### src/design/ffha_pkg.sv
// Shared constants, command and status types for the first-fit heap allocator.
`default_nettype none

package ffha_pkg;

  localparam int HEAP_WORDS = 2048;
  localparam int IDX_W      = $clog2(HEAP_WORDS);
  localparam int OFF_W      = 11;
  localparam int HDR_W      = OFF_W + 1;
  localparam int BYTES_W    = 15;
  localparam int WORDS_W    = BYTES_W - 2;
  localparam int SUM_W      = OFF_W + 1;
  localparam int WIDE_W     = OFF_W + 2;

  localparam logic OP_ALLOC = 1'b0;
  localparam logic OP_FREE  = 1'b1;

  localparam logic RES_OK    = 1'b0;
  localparam logic RES_NOFIT = 1'b1;

  typedef enum logic [3:0] {
    ST_CLEAR,
    ST_IDLE,
    ST_A_RD,
    ST_A_EVAL,
    ST_A_SPLIT,
    ST_F_CHK,
    ST_F_EVAL,
    ST_F_RD2,
    ST_F_EVAL2
  } state_t;

  typedef enum logic [3:0] {
    MEM_NONE,
    MEM_RD_WALK,
    MEM_RD_H,
    MEM_RD_NXT,
    MEM_WR_CLEAR,
    MEM_WR_OCC_EXACT,
    MEM_WR_SPLIT,
    MEM_WR_HEAD_SPLIT,
    MEM_WR_FREE_H,
    MEM_WR_MERGE
  } mem_op_t;

  typedef struct packed {
    logic    load;
    logic    clr_step;
    logic    advance;
    logic    latch_off;
    logic    finish;
    logic    fail;
    logic    grant;
    mem_op_t mem_op;
  } dp_cmd_t;

  typedef struct packed {
    logic clear_last;
    logic walk_end;
    logic off_zero;
    logic fits;
    logic exact;
    logic split_ok;
    logic rel_bad;
    logic nxt_out;
    logic merge_ok;
  } dp_stat_t;

endpackage

`default_nettype wire

### src/design/ffha_ctrl.sv
// Controller state machine: clearing pass, first-fit walk and free with merge.
`default_nettype none

module ffha_ctrl
  import ffha_pkg::*;
(
  input  wire logic     clk,
  input  wire logic     rst,
  input  wire logic     start,
  input  wire logic     op,
  input  wire dp_stat_t stat,
  output dp_cmd_t       cmd,
  output logic          busy
);

  state_t state, state_next;

  always_ff @(posedge clk) begin
    if (rst) begin
      state <= ST_CLEAR;
    end else begin
      state <= state_next;
    end
  end

  always_comb begin
    state_next = state;
    case (state)
      ST_CLEAR: begin
        if (stat.clear_last) state_next = ST_IDLE;
      end
      ST_IDLE: begin
        if (start) state_next = (op == OP_FREE) ? ST_F_CHK : ST_A_RD;
      end
      ST_A_RD: begin
        state_next = stat.walk_end ? ST_IDLE : ST_A_EVAL;
      end
      ST_A_EVAL: begin
        if (stat.off_zero) begin
          state_next = ST_IDLE;
        end else if (stat.fits) begin
          state_next = stat.exact ? ST_IDLE : ST_A_SPLIT;
        end else begin
          state_next = ST_A_RD;
        end
      end
      ST_A_SPLIT:  state_next = ST_IDLE;
      ST_F_CHK:    state_next = stat.rel_bad ? ST_IDLE : ST_F_EVAL;
      ST_F_EVAL:   state_next = stat.nxt_out ? ST_IDLE : ST_F_RD2;
      ST_F_RD2:    state_next = ST_F_EVAL2;
      ST_F_EVAL2:  state_next = ST_IDLE;
      default:     state_next = ST_IDLE;
    endcase
  end

  always_comb begin
    cmd  = '0;
    cmd.mem_op = MEM_NONE;
    busy = (state != ST_IDLE);
    case (state)
      ST_CLEAR: begin
        cmd.mem_op   = MEM_WR_CLEAR;
        cmd.clr_step = 1'b1;
      end
      ST_IDLE: begin
        cmd.load = start;
      end
      ST_A_RD: begin
        if (stat.walk_end) begin
          cmd.finish = 1'b1;
          cmd.fail   = RES_NOFIT;
        end else begin
          cmd.mem_op = MEM_RD_WALK;
        end
      end
      ST_A_EVAL: begin
        if (stat.off_zero) begin
          cmd.finish = 1'b1;
          cmd.fail   = RES_NOFIT;
        end else if (stat.fits) begin
          if (stat.exact) begin
            cmd.mem_op = MEM_WR_OCC_EXACT;
            cmd.finish = 1'b1;
            cmd.grant  = 1'b1;
          end else if (stat.split_ok) begin
            cmd.mem_op = MEM_WR_SPLIT;
          end
        end else begin
          cmd.advance = 1'b1;
        end
      end
      ST_A_SPLIT: begin
        cmd.mem_op = MEM_WR_HEAD_SPLIT;
        cmd.finish = 1'b1;
        cmd.grant  = 1'b1;
      end
      ST_F_CHK: begin
        if (stat.rel_bad) begin
          cmd.finish = 1'b1;
        end else begin
          cmd.mem_op = MEM_RD_H;
        end
      end
      ST_F_EVAL: begin
        cmd.mem_op    = MEM_WR_FREE_H;
        cmd.latch_off = 1'b1;
        cmd.finish    = stat.nxt_out;
      end
      ST_F_RD2: begin
        cmd.mem_op = MEM_RD_NXT;
      end
      ST_F_EVAL2: begin
        if (stat.merge_ok) cmd.mem_op = MEM_WR_MERGE;
        cmd.finish = 1'b1;
      end
      default: begin
        cmd.mem_op = MEM_NONE;
      end
    endcase
  end

endmodule

`default_nettype wire

### config.mk
export PLATFORM = sky130hd
export DESIGN_NAME = ffha_ctrl
export DESIGN_NICKNAME = d
export VERILOG_FILES = /design/src/design/ffha_pkg.sv /design/src/design/ffha_ctrl.sv
export SDC_FILE = /design/constraint.sdc
export NUM_CORES = 1
export LEC_CHECK = 0
export BUFFER_PORTS_ARGS = -buffer_cell sky130_fd_sc_hd__buf_2
export CORE_AREA = 2 2 39 41
export DETAILED_ROUTE_END_ITERATION = 12
export DIE_AREA = 0 0 41 43
export PLACE_DENSITY = 0.78
export SYNTH_ARGS = -nofsm -noshare
export SYNTH_HDL_FRONTEND = slang
export SYNTH_SLANG_ARGS = --single-unit
### constraint.sdc
create_clock -name clk -period 1.2 [get_ports clk]
set_input_delay 0.18 -clock clk [delete_from_list [all_inputs] [get_ports clk]]
set_output_delay 0.18 -clock clk [all_outputs]
set_load 0.1 [all_outputs]
==> out/metrics.yaml, run 1 <==
status: "stopped before the end"
haltStage: "global routing (5_1_grt)"
error: "[ERROR DPL-0033] detailed placement checks failed during check placement."
port_buffers: 24
syn_area_um2: 503.0
hold_buffers: 0
synth_top_area_share_pct: 15.92
synthCells: 70
antenna_found_initial: 0
cts_buffers: 3
die-height_um: 43
avgSynthCellArea_um2: 7.185
ys_ff_latch: 4
crit_endpoint: "cmd[4]"
synth-async-reset-ratio_pct: 0
synth_area_leaders: "dfxtp_1, nor3b_1, a31oi_1"
core.rowCount: 14
yosys.area.top_type: "dfxtp_1"
ys_top_cells_by_count: "inv_1, nor2_1, nor3b_1, o21ai_0"
ys.flop_type: "dfxtp_1"
syn_nets: 83
clockBufferDepth: 2
synth_cell_types: 33
routabilityCongestion: 0.8766
synth_edf_count: 0
htree_num_levels: 1
die_w_um: 41
placed_area_um2: 1119
ys_warn_count: 0
clock-sinks: 4
cts_root_buf: "clkbuf_4"
ys_seq_area_share_pct: 15.92
io_pins: 25
grt_max_degree: 16
start_util_pct: 36.35
post-dp-hpwl_um: 1760
worstEpCategory: "output port"
==> stage by stage <==
stage | TNS (ps) | utilization [%] | hold WS [ps] | std cells | setup slack [ps]
global placement | -2414 | 80.83 | 384.2 | 131 | -277.6
CTS | -5254 | 94.58 | 144.3 | 141 | -496.5
floorplan | -5673 | - | 246.2 | 70 | -1171
detailed placement | -3082 | 80.83 | 396.1 | 131 | -309.7
==> repair_timing <==
| action | 4_1_cts |
|---|---|
| hold endpoints to repair | 0 |
| setup buffers | 7 |
| pin swaps | 13 |
| endpoints found under the setup margin | 15 |
| gates resized for setup | 28 |
==> cells by family after synthesis <==
group / after synthesis / synth area share, %
and+or+nand+nor: 34 / 43.53
AOI/OAI and AO/OA: 20 / 28.11
buffers and inverters: 11 / 10.45
DFF: 4 / 15.92
muxes: 1 / 1.990
==> run 2: changes to the inputs <==
Settings changed: CORE_AREA 2 2 39 41 to 2 2 63 65, DIE_AREA 0 0 41 43 to 0 0 65 67, PLACE_DENSITY 0.78 to default, PLACE_DENSITY_LB_ADDON from default to 0.15.
Clock period 1.2 ns to 1.6 ns, I/O delays scaled along.
==> run 2 against run 1 <==
Against the previous run:
- the flow now finishes, with violations (negative setup slack)
- synthesized cell count unchanged
- area after synthesis unchanged
==> out/metrics.yaml, run 2 <==
synth-async-reset-ratio_pct: 0  # unchanged
clk_pin_slew_worst_paths_ps: 30
fin_worst_skew_ps: 0.6053
start_util_pct: 13.95  # -22 points
rr_startpoint: "state[3]"
final_cell_mix: "buf_4, buf_2, buf_12"
comb_power_share_pct: 45.5
rsz0062_at_grt: "yes"
ys_ff_latch: 4  # unchanged
detail_route.wl_per_cell_um: 12.29
synthCells: 70  # unchanged
grt_max_degree: 11
hold_buffers: 0  # unchanged
busiest_layer: "met2"
placed_area_um2: 1035  # -7.5%
met2_usage_pct: 16.88
drive_above_1_share_pct: 66.39
synth_edf_count: 0  # unchanged
path_cells: "and4bb_2 > nand4b_1 > o211ai_1 > buf_12"
antenna_found_initial: 0
routabilityCongestion: 0.8178  # -6.7%
synth_cell_types: 33  # unchanged
worstSetupEndpoint: "cmd[0]"
fin_total_pwr_uw: 594.4
p_sw_share_pct: 36.13
vias: 715
die_w_um: 65  # +59%
areaGrowthSynthToFinish_pct: 153.0
use_met1_pct: 12.95
critical_path.top_delay_family: "simple AND/OR/NAND/NOR gates"
slew_violations: 0
seqPwrFrac_pct: 17.6
cp-startpoint: "state[2]"
status: "complete, but fails checks"
top_regs: "state x4"
tritoncts: "yes"
hold_ws_ps: 223.3
clockBufferDepth: 2  # unchanged
dp_slack_ps: -11.11  # +298.6 ps
worst_pin_slew_ps: 355.9
rrSetupSlack_ps: -30
p_leak_nw: 0.5093
max_cap_viol_count: 0
fmax_mhz: 572.9
layout_commonest_cell: "buf_4"
post-dp-hpwl_um: 1597  # -9.3%
setup_violations: 9
p_int_uw: 379.6
cp-start-kind: "register"
vdd.ir_drop.worst_v: 0.0002593
ys_seq_area_share_pct: 15.92  # unchanged
grt_pass1_vias: 737
ant_nets: 0
crit_type: "register to output port"
min_period_ps: 1745
crit_path_end_kind: "output port"
path_depth: 4
cts_root_buf: "clkbuf_8"
grt_use_met3_pct: 3.716
min_path_type: "input pin to register"
nFillCells: 364
violations: "negative setup slack"
syn_nets: 83  # unchanged
ys_top_cells_by_count: "inv_1, nor2_1, nor3b_1, o21ai_0"
clk_latency_ps: 220
synth_top_area_share_pct: 15.92  # unchanged
finalWirelength_um: 2052
globalRouteOverflowTotal: 0
fin_area_um2: 1272
timing.rr.end: "state[0]"
grt.total_usage_pct: 10.28
power.density_nw_per_um2: 467.1
utilization_pct: 35.29
multi_input_area_um2: 525.5
max-slew-margin-rel_pct: 76.03
instances_no_fill: 167
fp.dieArea_um2: 4355
regArea_um2: 90.09
slowest_stage: "dfxtp_4"
core.rowCount: 22  # +8
p_sw_uw: 214.8
crit_fanout: 4
syn_area_um2: 503.0  # unchanged
drt_iter0_drc: 8
dp_cells: 152  # +16%
worst-endpoint-arrival_ps: 1510
top_register: "state"
grt_pass1_wl_um: 3401
avgSynthCellArea_um2: 7.185  # unchanged
clock-sinks: 4  # unchanged
required_ps: 1360
yosys.area.top_type: "dfxtp_1"
synth_area_leaders: "dfxtp_1, nor3b_1, a31oi_1"
io_pins: 25  # unchanged
largest_reg_flops: 4
fin_tns_setup_ps: -649.0
finalCritPeriodShare_pct: 109.1
hold_viol_final: 0
viasPerCell: 4.281
drt_pass1_iterations: 2
antenna_cells: 0
drc: 0
cts_buffers: 3  # unchanged
port_buffers: 24  # unchanged
p_clk_share_pct: 36.9
die-height_um: 67  # +56%
coreArea_um2: 3606
slowest_delay_ps: 350
reg2reg_depth: 6
htree_num_levels: 1  # unchanged
ys_warn_count: 0  # unchanged
path_buf_inv: 1
fin_ws_ps: -145.4
ys.flop_type: "dfxtp_1"
num-nets-final: 134
[run 2: cell counts after synthesis]
Identical to the previous run, type by type.
[run 2: logic make-up (layout without fill, tap and decap cells)]
group,after synthesis,after routing,share of synthesized area (%)
buffers and inverters,11,60,10.45
AND/OR/NAND/NOR,34,34,43.53
flip-flops,4,4,15.92
multiplexers,1,1,1.990
AO/OA/AOI/OAI,20,20,28.11
[run 2: what timing repair did]
action / CTS / global route
buffers inserted: 7 / 5
pin swaps: 7 / 4
endpoints found under the setup margin: 10 / 12
resized for setup: 17 / 8
[run 2: worst reg2reg max path: stages (launching register included)]
cell,delay (ps)
dfxtp_2,330
or2_4,250
o32a_1,380
buf_4,150
buf_4,120
buf_4,120
a221oi_2,190
[run 2: how the worst min path moves through the flow]
| stage | from | endpoint | slack [ps] | depth (start not counted) |
|---|---|---|---|---|
| CTS | rst | state[0] | 220 | 2 |
| detailed placement | rst | state[0] | 460 | 2 |
| global placement | rst | state[0] | 460 | 2 |
| floorplan | rst | state[0] | 310 | 1 |
| global route | rst | state[0] | 230 | 2 |
| finish | rst | state[0] | 220 | 2 |
[run 2: power groups by stage]
stage               Sequential, mW  Combinational [mW]  Clock (mW)
floorplan                    0.106               0.146           0
global placement             0.108               0.231           0
detailed placement           0.107               0.232           0
CTS                          0.106               0.254       0.222
global route                 0.105               0.284       0.238
finish                       0.105               0.271       0.219
[run 2: layout make-up]
class	count	area share, %
Clock buffer	3	3.245
Tap cell	48	4.720
Timing Repair Buffer	52	42.18
Sequential cell	4	7.080
Inverter	5	1.475
Multi-Input combinational cell	55	41.30
[run 2: routing by layer]
metal  routed length, µm  part of all wire (%)
met5                   0                     0
met4                  22                   1.1
met3                  92                   4.5
met2                1057                    52
met1                 880                    43
Power figures use the tool's default switching activity.
==> run 3: changes to the inputs <==
Clock period 1.6 ns to 2.1 ns, I/O delays scaled along.
==> run 3 against run 2 <==
Against the previous run:
- the flow now finishes without violations
- sequential power down 18%
- via count down 15%
- critical path depth unchanged
- sequential share of layout area is 1.9 points higher
- largest cell class is now multi-input combinational cells
- largest power group is now the clock network
==> out/metrics.yaml, run 3 (synthesis gave the netlist of run 2 again) <==
status: "finished, final reports clean"
busiest_layer: "met2"
dp_slack_ps: 279.0  # +290.1 ps
worst_pin_slew_ps: 488.4  # +132.5 ps
die_w_um: 65  # unchanged
slew_violations: 0  # unchanged
hold_viol_final: 0  # unchanged
min_path_type: "input pin to register"
drive_above_1_share_pct: 46.32  # -20 points
vdd.ir_drop.worst_v: 0.0001583  # -39%
post-dp-hpwl_um: 1448  # -9.3%
coreArea_um2: 3606  # unchanged
die-height_um: 67  # unchanged
crit_fanout: 11  # +7
instances_no_fill: 143  # -14%
core.rowCount: 22  # unchanged
p_sw_uw: 144.4  # -33%
htree_num_levels: 1  # unchanged
p_int_uw: 253.6  # -33%
max_cap_viol_count: 0  # unchanged
drc: 0  # unchanged
hold_buffers: 0  # unchanged
globalRouteOverflowTotal: 0  # unchanged
max-slew-margin-rel_pct: 67.67  # -8.4 points
post_cts_buffers: 0  # -7
required_ps: 1780  # +420 ps
viasPerCell: 4.266  # -0.37%
grt_max_degree: 15  # +4
antenna_cells: 0  # unchanged
nFillCells: 401  # +10%
fin_worst_skew_ps: 0.2037  # -0.4016 ps
rsz0062_at_grt: "no"
met2_usage_pct: 14.18  # -2.7 points
fp.dieArea_um2: 4355  # unchanged
p_leak_nw: 0.3639  # -29%
port_buffers: 24  # unchanged
io_pins: 25  # unchanged
start_util_pct: 13.95  # unchanged
grt_pass1_wl_um: 3042  # -11%
detail_route.wl_per_cell_um: 12.64  # +2.9%
clockBufferDepth: 2  # unchanged
crit_type: "register to output port"
cts_buffers: 3  # unchanged
top_register: "state"
tritoncts: "yes"
largest_reg_flops: 4  # unchanged
fin_ws_ps: 141.5  # +286.9 ps
crit_path_end_kind: "output port"
cts_root_buf: "clkbuf_8"
p_clk_share_pct: 40.9  # +4.0 points
cp-start-kind: "register"
antenna_found_initial: 0  # unchanged
seqPwrFrac_pct: 21.5  # +3.9 points
top_regs: "state x4"
grt.total_usage_pct: 9.288  # -0.99 points
num-nets-final: 110  # -18%
drt_iter0_drc: 18  # +10
grt_pass1_vias: 619  # -16%
finalWirelength_um: 1808  # -12%
areaGrowthSynthToFinish_pct: 85.32
comb_power_share_pct: 37.6  # -7.9 points
routabilityCongestion: 0.8163  # -0.18%
finalCritPeriodShare_pct: 93.26
cts_resized: 0  # -17
dp_cells: 140  # -7.9%
final_cell_mix: "buf_2, buf_12, inv_1, nor3b_1"
min_period_ps: 1958
fmax_mhz: 510.6
setup_violations: 0  # -9
p_sw_share_pct: 36.28  # +0.15 points
drt_pass1_iterations: 3  # +1
clk_pin_slew_worst_paths_ps: 30  # about the same
clock-sinks: 4  # unchanged
vias: 610  # -15%
ant_nets: 0  # unchanged
use_met1_pct: 11.67  # -1.3 points
grt_use_met3_pct: 2.872  # -0.84 points
clk_latency_ps: 220  # about the same
worst-endpoint-arrival_ps: 1640  # +130 ps
power.density_nw_per_um2: 427.0  # -8.6%
layout_commonest_cell: "buf_2"
[run 3: cell types whose count changed in the layout (fill, tap and decap cells not counted), moves of 2 or more]
cell / before / now
buf_4: 21 / 4
buf_6: 7 / 0
buf_12: 12 / 10
buf_2: 12 / 14
dfxtp_4: 2 / 0
nor2_4: 2 / 0
o21ai_2: 0 / 2
o21ai_4: 2 / 0
[run 3: power by group through the flow]
stage	registers [mW]	logic, mW	clock network, mW
after floorplan	0.0810	0.107	0
after global placement	0.0866	0.150	0
after detailed placement	0.0864	0.150	0
after CTS	0.0854	0.151	0.165
after global routing	0.0871	0.158	0.174
final	0.0857	0.150	0.163
[run 3: cell type report]
cell class	count	area, µm²	area share [%]
sequential	4	83.83	8.993
clock buffer	3	41.29	4.430
tap	48	60.06	6.443
timing repair buffer	28	300.3	32.21
inverter	5	18.77	2.013
multi-input combinational	55	427.9	45.91
[run 3: metrics by stage]
stage               setup TNS [ps]  power, mW  cell area, µm²  hold slack (ps)  util (%)
floorplan                   -611.5     0.1881           584.3            381.2         -
global placement                 0     0.2364           888.4            534.6     24.64
detailed placement               0     0.2369           888.4            526.2     24.64
CTS                              0     0.4009           929.6            301.0     25.78
global route                     0     0.4192           932.1            295.4     25.85
finish                           0     0.3980           932.1            295.4     25.85
[run 3: per-layer routing]
| layer | vias to the layer above | wire, µm |
|---|---|---|
| li1 | 311 | - |
| met1 | 275 | 848 |
| met2 | 21 | 816 |
| met3 | 3 | 119 |
| met4 | 0 | 24 |
| met5 | - | 0 |
[run 3: worst paths after layout]
| kind | startpoint | end | slack (ps) | cells after the start |
|---|---|---|---|---|
| worst min register to register | state[0] | state[3] | 550 | 2 |
| worst max-delay path | state[3] | cmd[6] | 140 | 4 |
| worst max register to register | state[3] | state[0] | 670 | 3 |
| worst min-delay path | rst | state[0] | 300 | 2 |
[run 3: critical path: stages (launching register included)]
cell     delay [ps]
dfxtp_1         410
or2_0           300
o32a_1          410
o21ai_2         100
buf_12          200
